==> src/design/brb_ram.sv <==
`timescale 1ns / 1ps

module brb_ram #(
  parameter int WIDTH = 8,
  parameter int DEPTH = 16
) (
  input  logic                     clk_i,
  input  logic                     we_i,
  input  logic [$clog2(DEPTH)-1:0] waddr_i,
  input  logic [WIDTH-1:0]         wdata_i,
  input  logic                     re_i,
  input  logic [$clog2(DEPTH)-1:0] raddr_i,
  output logic [WIDTH-1:0]         rdata_o
);

  logic [WIDTH-1:0] mem [DEPTH];
  logic [WIDTH-1:0] rdata_q;

  always_ff @(posedge clk_i) begin
    if (we_i) begin
      mem[waddr_i] <= wdata_i;
    end
    if (re_i) begin
      rdata_q <= mem[raddr_i];
    end
  end

  assign rdata_o = rdata_q;

endmodule

==> config.mk <==
export PLATFORM = sky130hd
export DESIGN_NAME = brb_ram
export DESIGN_NICKNAME = d
export VERILOG_FILES = /design/src/design/brb_ram.sv
export SDC_FILE = /design/constraint.sdc
export NUM_CORES = 1
export LEC_CHECK = 0
export ABC_AREA = 1
export BUFFER_PORTS_ARGS = -buffer_cell sky130_fd_sc_hd__buf_2
export CORE_MARGIN = 4
export CORE_UTILIZATION = 55
export DETAILED_ROUTE_END_ITERATION = 10
export GPL_ROUTABILITY_DRIVEN = 0
export PLACE_DENSITY = 0.75
export RECOVER_POWER = 50
export SYNTH_ARGS = -nofsm -noshare
export SYNTH_HDL_FRONTEND = slang
export SYNTH_SLANG_ARGS = --single-unit
==> constraint.sdc <==
create_clock -name clk_i -period 1.1 [get_ports clk_i]
set_input_delay 0.11 -clock clk_i [delete_from_list [all_inputs] [get_ports clk_i]]
set_output_delay 0.11 -clock clk_i [all_outputs]
set_load 0.01 [all_outputs]
# Yosys cells after proc, flatten, opt, wreduce, memory -nomap -nowiden
# Memories as Yosys holds them, arrays and structs flattened. A register that Yosys moved wholly into a read port is not among the register bits.
# Cells that the tools add are included.
# Widths: inputs -> output; s select.
# word_totals
mem_bits_rw	128
in_bits	19
rom_bits	0
latchBits	0
ff_bits	0
n_memories	1
# memory_table
name	depth	width	rd	rd_ports_with_merged_regs	wr	line	source
mem	16	8	1	1	1	16	logic [WIDTH-1:0] mem [DEPTH];
# op_classes
reduce_logical	0
div	0
order_cmp	0
n_addsub	0
muxes	2
mul	0
n_bitwise	0
n_shift	0
eq_ne	0
# ops
cell	count
$mux 1	2

# Logic depth before layout (Yosys ltp)
# depth
word_depth	2
depth_mapped	8
mapped_depth_nobuf	7

# Worst setup path before layout
# OpenSTA, ideal clock, no wires.
# synth_path
kind	input port to flip-flop
start	input port waddr_i[3]
end	memory mem[4][0], enable pin
setup_ns	0.370
path_slack_ns	0.039
stages	2
t_arrival_ns	0.691
cell_sequence	nand3b_1 -> nor2_1
# synth_lines
element	line	source
start: declaration	9	input logic [$clog2(DEPTH)-1:0] waddr_i,
end: declaration	16	
# Straight into the memory's write port.

# Worst setup path after layout
# layout_path
start	register rdata_q[4] (netlist: rdata_o[4]) (read register of mem)
end	output port rdata_o[4]
# layout_lines
element	line	source
start: declaration	17	logic [WIDTH-1:0] rdata_q;
end: declaration	13	output logic [WIDTH-1:0] rdata_o
# No word-level cell between the ends.

==> results.toml <==
[synthesis]
synth.distinct_cells = 11
yosysSeqAreaShare_pct = 69.8
synth_cells = 551
avgSynthCellArea_sq_um = 10.6
synth-seq-cells = 136
syn-num-nets = 570
synth_area_sq_um = 5850
yosysWarningCount = 0

[floorplanning]
row_count = 37
die_area_sq_um = 12300
die_x_microns = 111
pin_count = 27
start_util_pct = 56.6
core_area_sq_um = 10300
die_height_microns = 111

[power_and_ir_drop]
ir_drop_uv = 1100
power.density_nw_per_um2 = 1700
power_mw = 11.9
leakagePower_nw = 3.03

[sta]
final.period_utilization_pct = 113
fin_tns_setup_ns = -0.761
worst_slack_ns = -0.140
fin_crit_ns = 1.24
final.setup_skew_ns = 0.00719
slew_headroom_pct = 39.3
clock.fmax_mhz = 806
drv_slew = 0
hold_viol = 0
grt_setup_unrepaired = "true"
worst_pin_slew_ns = 0.911
setup_viol = 11

[cts]
cts_max_path_buffers = 2
cts_buffers = 17
cts_tree = "built"
cts_num_sinks = 136
root_buffer = "clkbuf_8"
ctsHtreeMaxLevel = 4
clk_latency_ns = 0.51
clk_pin_slew_ns = 0.06

[status]
violations = "setup timing"
outcome = "complete, but fails checks"

[route]
drt-initial-drc-count = 337
wirelength_microns = 13300
wl_per_cell_microns = 17.9
viasPerCell = 5.41
via_count = 4032
antenna_left = 0
route.detailed.drc = 0
dr.pass1.iters = 5

[finish]
register_area_sq_um = 4080
areaGrowthSynthToFinish_pct = 20.2
final_cell_area_sq_um = 7030
antenna_cells = 0
drive_gt1_share_pct = 20.7
fin_util_pct = 68.1
nets = 616
multi_input_area_sq_um = 1470
fill_cells = 723

[worst_setup_path]
critPathBufInv = 1
crit_start = "rdata_o[4]"
worstPathRequired_ns = 0.99
path_cells = "buf_2"
r2r-end = "rdata_o[3]"
end_kind = "output pin"
crit-reg2reg-launch = "mem[1][3]"
critPathMaxStageDelay_ns = 0.44
cp.depth = 1
cp_top_family = "flip-flops"
arrival_ns = 1.13
reg2reg_depth = 6
critical_path_class = "flop to output pin"
ff2ff_setup_slack_ns = -0.02
cp_slowest_cell = "edfxtp_1"
critPathMaxFanout = 1
crit_end = "rdata_o[4]"
start_kind = "flop"

[global_route]
grt_pass1_vias = 3829
grt_pass1_wl_microns = 19700
track_usage_pct = 21.2
grtUsageMet1_pct = 27.1
grt-ovfl-total = 0
grt_max_degree = 33
grt_util_met3_pct = 4.69
top_usage_layer = "met2"
met2_usage_pct = 34.6
antenna_found_initial = 0

[place]
port-buffer-count = 26
place_ws_ns = -0.225
dp_hpwl_microns = 7860
postPlaceCellArea_sq_um = 6220

[run]
cap_violations = 0

[min_path]
holdPathStages = 4
hold_class = "input pin to flop"
==> where the power goes <==
group / internal [mW] / switching, mW
clock: 3.19 / 2.01
combinational: 0.258 / 0.569
sequential: 5.84 / 0.0409
==> logic make-up (layout without fill, tap and decap cells) <==
family        after synthesis  after routing  share of synthesized area (%)
simple gates              289            289                           20.8
buf+inv                   126            184                           9.39
flops                     136            136                           69.8
==> what timing repair did <==
| item | in CTS | in global routing |
|---|---|---|
| hold buffers | 1 | 0 |
| setup buffers | 0 | 0 |
| pin swaps | 1 | 42 |
| endpoints found under the setup margin | 11 | 16 |
| hold endpoints to repair | 8 | 0 |
| gates resized for setup | 6 | 50 |
==> metrics by stage <==
step,hold WS (ns),cells
after global placement,0.485,713
final,0.146,745
after CTS,0.00440,745
after floorplan,0.209,551
after global routing,0.149,745
after detailed placement,0.489,713
==> sequential cells by signal (all words and copies together) (netlist names) <==
| signal | count |
|---|---|
| mem | 128 |
| rdata_o | 8 |
==> cell type report <==
cell class | count | share of cell area, %
Tap cell | 136 | 2.42
Clock inverter | 13 | 1.87
Timing Repair Buffer | 51 | 5.32
Inverter | 102 | 5.45
Sequential cell | 136 | 58.1
Multi-Input combinational cell | 289 | 20.9
Clock buffer | 18 | 5.95
==> per-layer routing <==
layer	share of wire, %	vias up	wire [microns]
met5	0	-	0
met3	9.3	34	1240
met4	3.4	0	450
met1	38	1910	5050
met2	49	215	6580
li1	-	1873	-
==> cell usage in the layout, fill, tap and decap left out <==
cell type,instances
clkinvlp_4,1
clkbuf_1,11
clkinv_4,3
dlygate4sd3_1,1
clkinv_2,5
clkbuf_16,16
clkbuf_8,1
inv_2,4
bufinv_16,2
edfxtp_1,136
nand2_2,5
nand3_2,48
nor2_1,17
clkinv_1,1
nand3_1,49
nand2_1,168
buf_12,5
buf_4,18
inv_1,98
nand3b_1,2
inv_6,1
buf_2,16
buf_6,1
==> worst min-delay path by stage <==
stage | startpoint | endpoint
after floorplan | wdata_i[0] | mem[0][0]
after global placement | re_i | rdata_o[2]
after detailed placement | re_i | rdata_o[2]
after CTS | wdata_i[5] | mem[2][5]
after global routing | raddr_i[3] | rdata_o[2]
final | raddr_i[3] | rdata_o[2]
==> Yosys cell counts, drive strengths merged <==
cell,number,area (sq um)
nand2,173,649
buf,24,166
nand3b,2,15.0
nor2,17,63.8
inv,102,383
edfxtp,136,4080
nand3,97,485
Note: power is estimated with default switching activity, not from simulation.
