--- src/design/brb_pkg.sv ---
`timescale 1ns / 1ps

package brb_pkg;

  localparam int BRB_DEPTH     = 1024;
  localparam int BRB_MAX_BURST = 64;

  localparam int ACTW = 3;
  localparam int DW   = 8;
  localparam int LENW = 7;
  localparam int GW   = 11;

  localparam int S_TDATA_W = 24;
  localparam int M_TDATA_W = 64;

  typedef enum logic [ACTW-1:0] {
    ACT_ENQ    = 3'd0,
    ACT_DEQ    = 3'd1,
    ACT_PEEK   = 3'd2,
    ACT_SKIP   = 3'd3,
    ACT_CLEAR  = 3'd4,
    ACT_STATUS = 3'd5
  } action_e;

  typedef enum logic [1:0] {
    ST_IDLE,
    ST_EXEC,
    ST_RESP,
    ST_READ
  } state_e;

  typedef struct packed {
    logic [ACTW-1:0] action;
    logic [DW-1:0]   data_in;
    logic            chunk_end;
    logic [LENW-1:0] length;
  } item_t;

  typedef struct packed {
    logic [DW-1:0] data_out;
    logic          has_data;
    logic          last;
    logic [GW-1:0] granted;
    logic [GW-1:0] used_bytes;
    logic [GW-1:0] free_bytes;
    logic [GW-1:0] contiguous_write;
    logic [GW-1:0] contiguous_read;
  } result_t;

endpackage

--- src/design/brb_oreg.sv ---
`timescale 1ns / 1ps

module brb_oreg import brb_pkg::*; (
  input  logic    clk_i,
  input  logic    rst_ni,
  input  logic    load_i,
  input  result_t res_i,
  output logic    free_o,
  output logic    valid_o,
  input  logic    ready_i,
  output result_t res_o
);

  logic    valid_q, valid_d;
  result_t res_q, res_d;

  assign free_o = !valid_q || ready_i;

  always_comb begin
    valid_d = valid_q;
    res_d   = res_q;
    if (load_i) begin
      valid_d = 1'b1;
      res_d   = res_i;
    end else if (ready_i) begin
      valid_d = 1'b0;
    end
  end

  always_ff @(posedge clk_i or negedge rst_ni) begin
    if (!rst_ni) begin
      valid_q <= 1'b0;
    end else begin
      valid_q <= valid_d;
    end
  end

  always_ff @(posedge clk_i) begin
    res_q <= res_d;
  end

  assign valid_o = valid_q;
  assign res_o   = res_q;

endmodule

--- config.mk ---
export PLATFORM = sky130hd
export DESIGN_NAME = brb_oreg
export DESIGN_NICKNAME = d
export VERILOG_FILES = /design/src/design/brb_pkg.sv /design/src/design/brb_oreg.sv
export SDC_FILE = /design/constraint.sdc
export NUM_CORES = 1
export LEC_CHECK = 0
export BUFFER_PORTS_ARGS = -buffer_cell sky130_fd_sc_hd__buf_2
export CORE_MARGIN = 1.5
export CORE_UTILIZATION = 36
export DETAILED_ROUTE_END_ITERATION = 6
export GPL_ROUTABILITY_DRIVEN = 1
export PLACE_DENSITY = 0.7
export SLEW_MARGIN = 20
export SYNTH_ARGS = -nofsm -noshare
export SYNTH_HDL_FRONTEND = slang
export SYNTH_SLANG_ARGS = --single-unit
--- constraint.sdc ---
create_clock -name clk_i -period 0.8 [get_ports clk_i]
set_input_delay 0 -clock clk_i [delete_from_list [all_inputs] [get_ports clk_i]]
set_output_delay 0 -clock clk_i [all_outputs]
set_load 0.005 [all_outputs]
Word-level counts from Yosys, hierarchy flattened --
Cells that the tools add are included.
Cells by class: mux-type cells 2, reduce and logical (&&, ||, !) cells 3
Operators with widths (number):
- 1-bit two-way mux | 2
- 2-bit nonzero test | 1
- 1-bit zero test | 1
- 1-bit logical OR | 1
Word-level totals: flip-flop bits (word level) 66, output and inout port bits 67, word-level logic and storage cells 14

Logic depth before layout (Yosys ltp) --
depth after elaboration 2, depth in mapped cells 2, gate-level depth less buffers 2

Worst setup path after synthesis --
Ideal clock, no wire load.
path kind reg-to-reg, start point register, netlist name valid_o, end point register valid_q, in the netlist valid_o, library setup time 121 ps, arrival 525 ps, required time 679 ps, path slack 153 ps, stages on the path, launching flop included 3, path through dfrtp_1 nand2b_4 nand2b_2
RTL lines:
- end signal: assignment | line brb_oreg.sv:34 | valid_q <= valid_d;
- end: declaration | line brb_oreg.sv:14 | logic valid_q, valid_d;

Final worst setup path --
start point register valid_q, in the netlist valid_o, end point output free_o
Between the ends: word-level cells in the longest chain between the ends 2
Ends and longest elaborated chain:
- 1-bit zero test | line brb_oreg.sv:17 | assign free_o = !valid_q || ready_i;
- 1-bit logical OR | line brb_oreg.sv:17
- end: declaration | line brb_oreg.sv:8 | output logic free_o,
No other way between the ends.

==> reports/qor.yml <==
power_and_ir_drop:
  power.total_mw: 7.59
  powerDensity_nw_per_um2: 2070
  p_leak_nw: 1.59
  ir_worst_vdd_mv: 1.94
die:
  core_um2: 5240
  die_x_um: 77.5
  num_io_pins: 136
  die-area_um2: 6010
  num_rows: 26
  initial_core_util: 0.382
  die_y_um: 77.5
synthesis:
  syn_nets: 137
  synth_cell_types: 4
  syn_area_per_cell_um2: 29.4
  synth-seq-cells: 66
  syn_area_um2: 2000
  seq_area_frac_synth: 0.989
  ys_warn_count: 0
  syn-instance-count: 68
final_layout:
  final_cell_count_no_fill: 359
  postLayoutCellArea_um2: 3680
  area_growth_pct: 83.9
  diodes: 0
  fillers: 335
  final_cell_mix: "buf_2 (133), dlygate4sd3_1 (67), edfxtp_1 (65)"
  mostFrequentLayoutCell: "buf_2"
  final_util: 0.702
  nNetsFinal: 354
  drive_gt1_frac: 0.529
critical_path:
  path_delay_family: "flip-flops"
  slowest_stage: "dfrtp_1"
  critPathArrivalTime_ns: 0.94
  path_buf_inv: 1
  crit_type: "flop to output pin"
  cp.required_ns: 0.80
  crit_fanout: 2
  start_kind: "flop"
  end_kind: "output pin"
  max_stage_delay_ns: 0.43
  r2r_slack_ns: 0.02
  path_cells: "nand2b_4 -> buf_6"
sta:
  setup_violations: 63
  grt_setup_unrepaired: "yes"
  slew_headroom: 0.883
  min_period_ns: 0.937
  hold_violations: 0
  slew_viol_final: 0
  timing.final.crit_share: 1.17
  setup_ws_ns: -0.137
  worst_pin_slew_ns: 0.175
  finClkSkew_ns: 0
  fmax_mhz: 1070
  fin_setup_tns_ns: -2.04
detailed_routing:
  drtAntennaViolNets: 0
  drc_errors: 0
  dr.pass1.iters: 4
  wl_per_cell_um: 16.2
  drt_iter0_markers: 28
  wl_mm: 5.81
  vias: 1538
  vias_per_cell: 4.28
placement:
  io_buffers: 135
  placed_area_um2: 2810
  place_inst: 276
  gp_congestion: 0.710
clocking:
  cts_tree: "yes"
  insertion_delay_ns: 0.33
  htree_levels: 3
  clock_path_buffers: 2
  cts_sinks: 66
  root_buffer: "clkbuf_8"
  clk_pin_slew_ns: 0.07
  cts_made_buffers: 9
global_route:
  grt-ovfl-total: 0
  grt_pass1_wl_mm: 8.54
  antenna_found_initial: 0
  grt_pass1_vias: 1704
  grt_max_degree: 33
  track_usage: 0.202
run_status:
  status: "complete, but fails checks"
  violations: "setup timing"
run:
  cap_violations: 0
min_path:
  hold_path.class: "input port to flop"
-- flip-flops by register name, indices dropped and copies added, names as in the netlist --
signal and cells:
valid_o 1, res_o 65
-- synthesized netlist by cell type (all sizes together) --
cell type / instances / area, um^2
edfxtp: 65 / 1950
nand2b: 2 / 22.5
dfrtp: 1 / 25.0
-- stage by stage --
stage	hold slack [ns]	setup WS, ns
global placement	-0.225	0.111
finish	0.0459	-0.137
detailed placement	-0.225	0.100
floorplan	-0.296	0.153
global route	0.0394	-0.181
CTS	0.00883	-0.130
-- area by class of cell --
class / count / area (um^2) / area share
flip-flops and latches: 66 / 1980 / 0.538
repair buffers: 206 / 1410 / 0.385
clock buffers: 11 / 131 / 0.0357
well taps: 70 / 87.6 / 0.0238
clock inverters: 4 / 43.8 / 0.0119
multi-input cells: 2 / 22.5 / 0.00613
-- layer usage --
metal  global-route usage  routed length [um]
met5                    0                   0
met1                0.189                2040
met3                0.106                 593
met4                0.102                 174
met2                0.356                3000
-- kinds of logic (layout without fill, tap and decap cells) --
| kind of cell | count (synthesis) | in the layout | synth area share |
|---|---|---|---|
| flops | 66 | 66 | 0.989 |
| simple gates | 2 | 2 | 0.0113 |
| buf+inv | 0 | 221 | 0 |
-- power breakdown --
| part | total, mW | internal, mW | leakage [nW] | switching, mW |
|---|---|---|---|---|
| logic | 0.866 | 0.538 | 0.854 | 0.328 |
| registers | 4.17 | 4.10 | 0.647 | 0.0736 |
| clock network | 2.55 | 1.40 | 0.0906 | 1.15 |
| total | 7.59 | 6.04 | 1.59 | 1.55 |
-- repair_timing --
item                                   CTS  global route
setup endpoints to repair               67            68
cloned                                   0             0
setup buffers                            1             0
resized for setup                        1             1
endpoints found under the hold margin   66             0
hold buffers                            67             0
-- worst paths after layout --
check,endpoint,startpoint,cells after the start
worst max-delay path,free_o,valid_o,2
max in group asynchronous,valid_o,rst_ni,3
worst min register to register,valid_o,valid_o,3
worst max register to register,valid_o,valid_o,3
worst min-delay path,valid_o,ready_i,4
min in group asynchronous,valid_o,rst_ni,3
-- worst register-to-register path: stages, from the launching register on --
cell and delay, ns:
dfrtp_1 0.43, nand2b_4 0.09, buf_4 0.11, nand2b_2 0.05
No activity file was read; power rests on OpenSTA's default activity.
