$ cat config.mk
export PLATFORM = sky130hd
export DESIGN_NAME = brb_ctrl
export DESIGN_NICKNAME = d
export VERILOG_FILES = /design/src/design/brb_pkg.sv /design/src/design/brb_ctrl.sv
export SDC_FILE = /design/constraint.sdc
export NUM_CORES = 1
export LEC_CHECK = 0
export BUFFER_PORTS_ARGS = -buffer_cell sky130_fd_sc_hd__clkbuf_2
export CAP_MARGIN = 20
export CORE_ASPECT_RATIO = 1.5
export CORE_MARGIN = 8
export CORE_UTILIZATION = 45
export CTS_BUF_LIST = sky130_fd_sc_hd__clkbuf_4 sky130_fd_sc_hd__clkbuf_8
export CTS_CLUSTER_DIAMETER = 60
export DETAILED_ROUTE_END_ITERATION = 8
export GPL_ROUTABILITY_DRIVEN = 0
export GPL_TIMING_DRIVEN = 1
export PLACE_DENSITY = 0.67
export RECOVER_POWER = 100
export SLEW_MARGIN = 10
export SYNTH_ARGS = -nofsm -noshare
export SYNTH_HDL_FRONTEND = slang
export SYNTH_SLANG_ARGS = --single-unit
export TNS_END_PERCENT = 5
$ cat constraint.sdc
create_clock -name clk_i -period 5.4 [get_ports clk_i]
set_clock_uncertainty 0.2 [all_clocks]
set_input_delay 0.54 -clock clk_i [delete_from_list [all_inputs] [get_ports clk_i]]
set_output_delay 0.54 -clock clk_i [all_outputs]
set_load 0.02 [all_outputs]
$ cat src/design/brb_pkg.sv
`timescale 1ns / 1ps

package brb_pkg;

  localparam int BRB_DEPTH     = 1024;
  localparam int BRB_MAX_BURST = 64;

  localparam int ACTW = 3;
  localparam int DW   = 8;
  localparam int LENW = 7;
  localparam int GW   = 11;

  localparam int S_TDATA_W = 24;
  localparam int M_TDATA_W = 64;

  typedef enum logic [ACTW-1:0] {
    ACT_ENQ    = 3'd0,
    ACT_DEQ    = 3'd1,
    ACT_PEEK   = 3'd2,
    ACT_SKIP   = 3'd3,
    ACT_CLEAR  = 3'd4,
    ACT_STATUS = 3'd5
  } action_e;

  typedef enum logic [1:0] {
    ST_IDLE,
    ST_EXEC,
    ST_RESP,
    ST_READ
  } state_e;

  typedef struct packed {
    logic [ACTW-1:0] action;
    logic [DW-1:0]   data_in;
    logic            chunk_end;
    logic [LENW-1:0] length;
  } item_t;

  typedef struct packed {
    logic [DW-1:0] data_out;
    logic          has_data;
    logic          last;
    logic [GW-1:0] granted;
    logic [GW-1:0] used_bytes;
    logic [GW-1:0] free_bytes;
    logic [GW-1:0] contiguous_write;
    logic [GW-1:0] contiguous_read;
  } result_t;

endpackage

$ cat src/design/brb_ctrl.sv
`timescale 1ns / 1ps

module brb_ctrl import brb_pkg::*; #(
  parameter int DEPTH     = BRB_DEPTH,
  parameter int MAX_BURST = BRB_MAX_BURST
) (
  input  logic                     clk_i,
  input  logic                     rst_ni,
  input  logic                     item_valid_i,
  output logic                     item_ready_o,
  input  item_t                    item_i,
  output logic                     ram_we_o,
  output logic [$clog2(DEPTH)-1:0] ram_waddr_o,
  output logic [DW-1:0]            ram_wdata_o,
  output logic                     ram_re_o,
  output logic [$clog2(DEPTH)-1:0] ram_raddr_o,
  input  logic [DW-1:0]            ram_rdata_i,
  input  logic                     out_free_i,
  output logic                     out_load_o,
  output result_t                  out_res_o
);

  localparam int AW = $clog2(DEPTH);
  localparam int CW = $clog2(DEPTH + 1);
  localparam int BW = $clog2(MAX_BURST + 1);
  localparam int XW = (CW > LENW) ? CW : LENW;

  function automatic logic [AW-1:0] adv(input logic [AW-1:0] idx, input logic [CW-1:0] by);
    logic [CW:0] sum;
    sum = (CW+1)'(idx) + (CW+1)'(by);
    if (sum >= (CW+1)'(DEPTH)) begin
      sum = sum - (CW+1)'(DEPTH);
    end
    return sum[AW-1:0];
  endfunction

  state_e        state_q, state_d;
  item_t         item_q, item_d;
  logic [AW-1:0] front_q, front_d;
  logic [AW-1:0] rear_q, rear_d;
  logic [CW-1:0] fill_q, fill_d;
  logic [GW-1:0] chunk_q, chunk_d;
  logic [GW-1:0] gr_q, gr_d;
  logic [AW-1:0] pos_q, pos_d;
  logic [BW-1:0] cnt_q, cnt_d;

  action_e       act;
  logic [XW-1:0] len_x, fill_x, min_x;
  logic [CW-1:0] skip_n;
  logic [BW-1:0] burst_n;
  logic [GW-1:0] chunk_inc;
  logic [CW-1:0] free_c, end_w, end_r;

  assign act       = action_e'(item_q.action);
  assign len_x     = XW'(item_q.length);
  assign fill_x    = XW'(fill_q);
  assign min_x     = (len_x < fill_x) ? len_x : fill_x;
  assign skip_n    = CW'(min_x);
  assign burst_n   = (min_x > XW'(MAX_BURST)) ? BW'(MAX_BURST) : BW'(min_x);
  assign chunk_inc = (chunk_q == '1) ? chunk_q : chunk_q + GW'(1);
  assign free_c    = CW'(DEPTH) - fill_q;
  assign end_w     = CW'(DEPTH) - CW'(rear_q);
  assign end_r     = CW'(DEPTH) - CW'(front_q);

  always_comb begin
    state_d = state_q;
    case (state_q)
      ST_IDLE: begin
        if (item_valid_i) begin
          state_d = ST_EXEC;
        end
      end
      ST_EXEC: begin
        if ((act == ACT_DEQ || act == ACT_PEEK) && burst_n != '0) begin
          state_d = ST_READ;
        end else begin
          state_d = ST_RESP;
        end
      end
      ST_RESP: begin
        if (out_free_i) begin
          state_d = ST_IDLE;
        end
      end
      ST_READ: begin
        if (out_free_i && cnt_q == BW'(1)) begin
          state_d = ST_IDLE;
        end
      end
      default: begin
        state_d = ST_IDLE;
      end
    endcase
  end

  always_comb begin
    item_d      = item_q;
    front_d     = front_q;
    rear_d      = rear_q;
    fill_d      = fill_q;
    chunk_d     = chunk_q;
    gr_d        = gr_q;
    pos_d       = pos_q;
    cnt_d       = cnt_q;
    ram_we_o    = 1'b0;
    ram_waddr_o = rear_q;
    ram_wdata_o = item_q.data_in;
    ram_re_o    = 1'b0;
    ram_raddr_o = front_q;
    out_load_o  = 1'b0;

    out_res_o.data_out         = '0;
    out_res_o.has_data         = 1'b0;
    out_res_o.last             = 1'b1;
    out_res_o.granted          = gr_q;
    out_res_o.used_bytes       = GW'(fill_q);
    out_res_o.free_bytes       = GW'(free_c);
    out_res_o.contiguous_write = GW'((free_c < end_w) ? free_c : end_w);
    out_res_o.contiguous_read  = GW'((fill_q < end_r) ? fill_q : end_r);

    case (state_q)
      ST_IDLE: begin
        if (item_valid_i) begin
          item_d = item_i;
        end
      end
      ST_EXEC: begin
        case (act)
          ACT_ENQ: begin
            gr_d = chunk_q;
            if (fill_q != CW'(DEPTH)) begin
              ram_we_o = 1'b1;
              rear_d   = adv(rear_q, CW'(1));
              fill_d   = fill_q + CW'(1);
              gr_d     = chunk_inc;
            end
            chunk_d = item_q.chunk_end ? '0 : gr_d;
          end
          ACT_DEQ, ACT_PEEK: begin
            gr_d     = GW'(burst_n);
            ram_re_o = burst_n != '0;
            pos_d    = adv(front_q, CW'(1));
            cnt_d    = burst_n;
            if (act == ACT_DEQ) begin
              front_d = adv(front_q, CW'(burst_n));
              fill_d  = fill_q - CW'(burst_n);
            end
          end
          ACT_SKIP: begin
            gr_d    = GW'(skip_n);
            front_d = adv(front_q, skip_n);
            fill_d  = fill_q - skip_n;
          end
          ACT_CLEAR: begin
            gr_d    = '0;
            front_d = '0;
            rear_d  = '0;
            fill_d  = '0;
          end
          default: begin
            gr_d = '0;
          end
        endcase
      end
      ST_RESP: begin
        out_load_o = out_free_i;
      end
      ST_READ: begin
        out_load_o         = out_free_i;
        out_res_o.data_out = ram_rdata_i;
        out_res_o.has_data = 1'b1;
        out_res_o.last     = cnt_q == BW'(1);
        ram_raddr_o        = pos_q;
        if (out_free_i && cnt_q != BW'(1)) begin
          ram_re_o = 1'b1;
          pos_d    = adv(pos_q, CW'(1));
          cnt_d    = cnt_q - BW'(1);
        end
      end
      default: begin
      end
    endcase
  end

  assign item_ready_o = state_q == ST_IDLE;

  always_ff @(posedge clk_i or negedge rst_ni) begin
    if (!rst_ni) begin
      state_q <= ST_IDLE;
      front_q <= '0;
      rear_q  <= '0;
      fill_q  <= '0;
      chunk_q <= '0;
    end else begin
      state_q <= state_d;
      front_q <= front_d;
      rear_q  <= rear_d;
      fill_q  <= fill_d;
      chunk_q <= chunk_d;
    end
  end

  always_ff @(posedge clk_i) begin
    item_q <= item_d;
    gr_q   <= gr_d;
    pos_q  <= pos_d;
    cnt_q  <= cnt_d;
  end

  assert property (@(posedge clk_i) disable iff (!rst_ni)
    out_load_o |-> out_free_i)
    else $error("result loaded into a busy output register");

  assert property (@(posedge clk_i) disable iff (!rst_ni)
    adv(front_q, fill_q) == rear_q)
    else $error("front, fill and rear out of step");

  assert property (@(posedge clk_i) disable iff (!rst_ni)
    fill_q <= CW'(DEPTH))
    else $error("fill count beyond depth");

  assert property (@(posedge clk_i) disable iff (!rst_ni)
    state_q == ST_READ |-> cnt_q != '0)
    else $error("burst running with no bytes left");

  assert property (@(posedge clk_i) disable iff (!rst_ni)
    item_valid_i && item_ready_o |=> state_q == ST_EXEC)
    else $error("accepted item not executed");

endmodule

# Word level (Yosys, flattened, before mapping)
# Index checks and enable logic that the tools add are counted.
# Widths: inputs -> output; s select.
[word_totals]
register_bits = 91
latchBits = 0
ramBits = 0
romBits = 0
inputBits = 31
out_inout_bits = 97
wordCells = 117
memories = 0
[op_classes]
addsub = 18
multipliers = 0
div = 0
n_lt_le_gt_ge = 9
n_eq_ne = 18
shifts = 0
muxes = 40
n_bitwise = 0
reduce_logical = 20
[ops]
columns = ["op", "count"]
rows = [
  ["$mux 10", 11],
  ["$mux 11", 8],
  ["$sub 10x1->10 const B", 5],
  ["$ge 11x11->1 const B", 4],
  ["$pmux 11 s4", 1],
  ["$pmux 10 s2", 2],
  ["$add 10x1->11 const B", 3],
  ["$pmux 11 s3", 1],
  ["$pmux 10 s3", 1],
  ["$add 11x1->11 const B", 2],
  ["$lt 11x11->1", 2],
  ["$sub 11x10->11 const A", 2],
  ["$mux 7", 3],
  ["$pmux 7 s2", 1],
  ["$add 10x11->12", 1],
  ["$ge 12x11->1 const B", 1],
  ["$ne 2x2->1 const B", 6],
  ["$reduce_and 3->1", 4],
  ["$add 10x7->11", 1],
  ["$eq 11x11->1 const B", 1],
  ["$gt 11x7->1 const B", 1],
  ["$lt 7x11->1", 1],
  ["$ne 11x11->1 const B", 1],
  ["$sub 11x11->11", 1],
  ["other kinds (26)", 41],
]

# Logic depth before layout (Yosys ltp)
[depth]
depth_word = 9
mapped_depth = 17
ltp_nobuf = 17

# Worst setup path after synthesis
# Ideal clock, no wire load.
[synth_timing]
path_type = "register -> register"
startpoint = "register fill_q[4]"
endpoint = "register fill_q[10]"
setup_ns = 0.090
arrival_time_ns = 4.072
t_required_ns = 5.110
slack_ns = 1.038
stages_incl_launch_ff = 18
path_buffers = 0
cell_sequence = "dfrtp_1 -> inv_1 -> ha_1 -> a21o_1 -> a211oi_1 -> o21ai_0 -> nand2_1 -> a21oi_1 -> o21ai_0 -> ha_1 -> inv_1 -> fa_1 -> a211oi_2 -> o21ai_2 -> a2111oi_4 -> nor3_2 -> or4_1 -> o221ai_1"
[synth_between]
elab_chain_len = 7
[synth_lines]
columns = ["element", "line_no", "rtl"]
rows = [
  ["start, declared", "brb_ctrl.sv:41", "logic [CW-1:0] fill_q, fill_d;"],
  ["start signal, assigned", "brb_ctrl.sv:198", "fill_q <= fill_d;"],
  ["$lt 7x11->1", "brb_ctrl.sv:57", "assign min_x = (len_x < fill_x) ? len_x : fill_x;"],
  ["$mux 11", "brb_ctrl.sv:57", ""],
  ["$gt 11x7->1", "brb_ctrl.sv:59", "assign burst_n = (min_x > XW'(MAX_BURST)) ? BW'(MAX_BURST) : BW'(min_x);"],
  ["$mux 7", "brb_ctrl.sv:59", ""],
  ["$sub 11x7->11", "brb_ctrl.sv:146", "fill_d = fill_q - CW'(burst_n);"],
  ["$mux 11", "brb_ctrl.sv:144", "if (act == ACT_DEQ) begin"],
  ["$pmux 11 s4", "brb_ctrl.sv:128", "case (act)"],
]
# Several ways; a longest one is shown, not always the timed one. The select of a mux whose other input is x is not followed.
# A chain may end at the register's enable or synchronous reset.

==> key figures <==
Outcome
  – Status: finished, violations left
  – Violations in the final reports: max-capacitance violations, max-slew violations

Power
  – Power per Cell Area: 682 nW/µm²
  – Worst ir drop on vdd: 0.000421 V
  – Reported leakage power: 3.33 nW
  – Tot Pwr: 5.26 mW

Place
  – IO Port Bufs: 127
  – Cell count after placement: 1037
  – Half-perimeter wire length of the detailed placement result: 15.4 mm

Logic synthesis
  – Number of warning messages in the yosys log: 0
  – Mean instance size in the synthesized netlist: 9.34 µm²
  – Number of register bits inferred by synthesis: 91
  – Main area contributors after synthesis: sky130_fd_sc_hd__edfxtp_1 21%, sky130_fd_sc_hd__dfrtp_1 16%, sky130_fd_sc_hd__ha_1 9.7%, sky130_fd_sc_hd__xnor2_1 5.2%, sky130_fd_sc_hd__mux2i_1 3.8%
  – Post-synthesis cell type with the largest combined area: sky130_fd_sc_hd__edfxtp_1
  – Number of synthesized flops with an enable pin: 47
  – Sequential area share after synthesis: 36.7%
  – Fraction of synthesized cell area taken by the top area cell type: 20.6%
  – Mapped Area: 6850 µm²
  – Unique masters post-synth: 65
  – Cell count after synthesis: 733
  – Top FF cell, synth: sky130_fd_sc_hd__edfxtp_1
  – Fraction of registers with async set or reset after synthesis: 48.4%

Clock tree
  – Maximum level of the CTS H-tree: 3
  – Post-CTS setup repair buffer count: 0
  – Root Buffer Master: sky130_fd_sc_hd__clkbuf_8
  – Number of clock sinks seen by CTS: 91
  – Clock transition time at the flip-flop clock pins of the worst setup and hold paths: 0.10 ns
  – Total CTS buffers: 9
  – Clk buf depth: 2
  – CTS tree: built
  – CTS hold repair buffers: 0
  – Post-CTS sizing: 0
  – Source-to-sink clock delay at the later pin of the worst-skew pair: 0.36 ns

Finish
  – Fillers: 1532
  – Proportion of layout cells with a drive suffix above 1: 8.67%
  – Leading cell type in the layout, fill and taps excluded: sky130_fd_sc_hd__clkbuf_1
  – Post-Route Utilization: 51.4%
  – Final std cells w/o fill: 1053
  – Final nets: 935
  – Storage element area: 2510 µm²
  – Area grow syn2layout: 12.6%
  – Ant. Diodes: 0
  – Commonest cells after routing, fill and taps aside: 95 x sky130_fd_sc_hd__clkbuf_1, 60 x sky130_fd_sc_hd__nand2_1, 53 x sky130_fd_sc_hd__ha_1
  – Multi-input gate area in the final layout: 3980 µm²

Global routing
  – Total GRT Usage: 19.7%
  – Largest net degree at the start of global routing: 45
  – Global-route wire length before repair: 30.2 mm
  – Number of global-route vias before repair: 5868
  – Total congestion overflow: 0
  – Initial antenna violation count: 0

Detailed routing
  – Total detailed-routing wirelength: 19.2 mm
  – Iteration-0 DRC count of the detailed router: 346
  – DRC: 0
  – Detailed-route via count: 5948
  – Remaining antenna violation count after routing: 0
  – Detailed Routing Iterations Pass 1: 7
  – Mean number of vias per cell: 5.65
  – Detail-routed net length per standard cell: 18.2 µm

Worst setup path
  – Crit. End Element: output port
  – Worst stage delay on the critical path: 0.52 ns
  – Worst path arrival time: 4.22 ns
  – Register-to-Register Setup Slack: 0.48 ns
  – Setup crit start kind: flip-flop
  – Required time at the endpoint of the critical path: 4.66 ns
  – Cell type with the highest occurrence count on the critical path: sky130_fd_sc_hd__o21a_1
  – Critical-path top delay cell: sky130_fd_sc_hd__nor3_1
  – Maximum fanout count along the critical path: 8
  – Critical setup path kind: reg -> out
  – Worst-path cell chain: nor3_1 > nand4_1 > nor2_1 > xnor2_1 > inv_1 > ha_1 > o21a_1 > o21a_1 > o21a_1 > o21ai_0 > a22oi_1 > clkbuf_2 > mux2_2 > clkbuf_1

STA
  – Fin. Hold Viols: 0
  – Worst max-slew margin expressed relative to the limit: -74.6%
  – Post-route fraction of the period consumed by the critical path: 91.8%
  – Highest clock rate: 202 MHz
  – Fin crit period: 4.96 ns
  – Worst hold-check slack: 0.141 ns
  – Setup-failing EPs final: 0
  – Count of pins over their slew limit: 45
  – Worst Tran Pin Value: 2.62 ns
  – Setup repair after global routing missed its margin: false
  – Total Neg Setup Slack: 0 ns

Die
  – Die X-Extent: 117 µm
  – Core Rows: 55
  – Initial core utilization: 45.6%
  – Die Y-Extent: 167 µm
  – Total Die Area: 19500 µm²
  – Number of placed I/O pins: 128
  – Core Box Area: 15000 µm²

Job
  – Count of maximum capacitance violations: 1

Min path
  – Worst Hold Class: in -> reg
flip-flops by register name, indices dropped and copies added (netlist names):
signal	count
fill_q	11
pos_q	10
front_q	10
ram_waddr_o	10
item_q	8
gr_q	11
act	3
chunk_q	11
state_q	2
cnt_q	7
ram_wdata_o	8
metrics by stage:
step,worst slack (ns),instance area [µm²]
global placement,0.811,7650
CTS,0.546,7840
detailed placement,0.712,7650
floorplan,1.04,6850
finish,0.445,7710
global route,0.123,7710
cells by family after synthesis:
family | count (synthesis) | synth area share, %
AO/OA/AOI/OAI | 175 | 18.0
XOR/XNOR | 61 | 7.80
adder cells (fa/ha/maj) | 55 | 10.3
buffers and inverters | 81 | 5.10
flip-flops | 91 | 36.7
multiplexers | 32 | 4.79
other | 1 | 0.0548
AND/OR/NAND/NOR | 237 | 17.3
cell usage after synthesis, types with 13 or more instances:
library cell	count
sky130_fd_sc_hd__dfrtp_1	44
sky130_fd_sc_hd__nor3_1	33
sky130_fd_sc_hd__nand3_1	17
sky130_fd_sc_hd__o31ai_1	17
sky130_fd_sc_hd__nor2_1	48
sky130_fd_sc_hd__o21ai_0	27
sky130_fd_sc_hd__ha_1	53
sky130_fd_sc_hd__o21a_1	22
sky130_fd_sc_hd__clkbuf_1	17
sky130_fd_sc_hd__a22o_1	13
sky130_fd_sc_hd__edfxtp_1	47
sky130_fd_sc_hd__or3_1	13
sky130_fd_sc_hd__inv_1	45
sky130_fd_sc_hd__nand2_1	60
sky130_fd_sc_hd__xnor2_1	41
sky130_fd_sc_hd__mux2i_1	26
sky130_fd_sc_hd__xor2_1	20
sky130_fd_sc_hd__a21oi_1	32
sky130_fd_sc_hd__and3_1	17
critical path, delay by kind of cell (launching register included):
family | cells | cell delay, ns
and+or+nand+nor | 3 | 1.13
muxes | 1 | 0.37
adders and majority gates | 1 | 0.29
buffers and inverters | 3 | 0.62
xor gates and xnor gates | 1 | 0.20
AOI/OAI and AO/OA | 5 | 0.79
DFF | 1 | 0.46
final timing paths:
path | startpoint | endpoint | cells past startpoint
max in group asynchronous | rst_ni | fill_q[5]$_DFFE_PN0P_ | 2
min reg2reg | chunk_q[7]$_DFFE_PN0P_ | chunk_q[7]$_DFFE_PN0P_ | 1
max | fill_q[4]$_DFFE_PN0P_ | out_res_o[15] | 14
max reg2reg | fill_q[4]$_DFFE_PN0P_ | front_q[8]$_DFFE_PN0P_ | 17
min | item_i[18] | act[2]$_DFFE_PP_ | 1
min in group asynchronous | rst_ni | ram_waddr_o[8]$_DFFE_PN0P_ | 2
routing by layer:
layer	track usage, %	routed length, µm	up-vias
li1	-	-	2911
met5	0	0	-
met2	35.3	9860	183
met3	2.82	1120	31
met1	22.8	7650	2823
met4	7.21	567	0
layout make-up:
class,instances,share of cell area (%)
clock buffers,11,1.88
clock inverters,5,0.649
inverters,46,2.24
multi-input cells,562,51.7
flip-flops and latches,91,32.6
well taps,199,3.23
repair buffers,139,7.74
power breakdown:
part,switching [mW],leakage [nW],internal [mW]
sequential,0.218,1.02,0.949
clock,0.261,0.0959,0.192
combinational,2.35,2.21,1.29
total,2.83,3.33,2.43
Note: power is estimated with default switching activity, not from simulation.
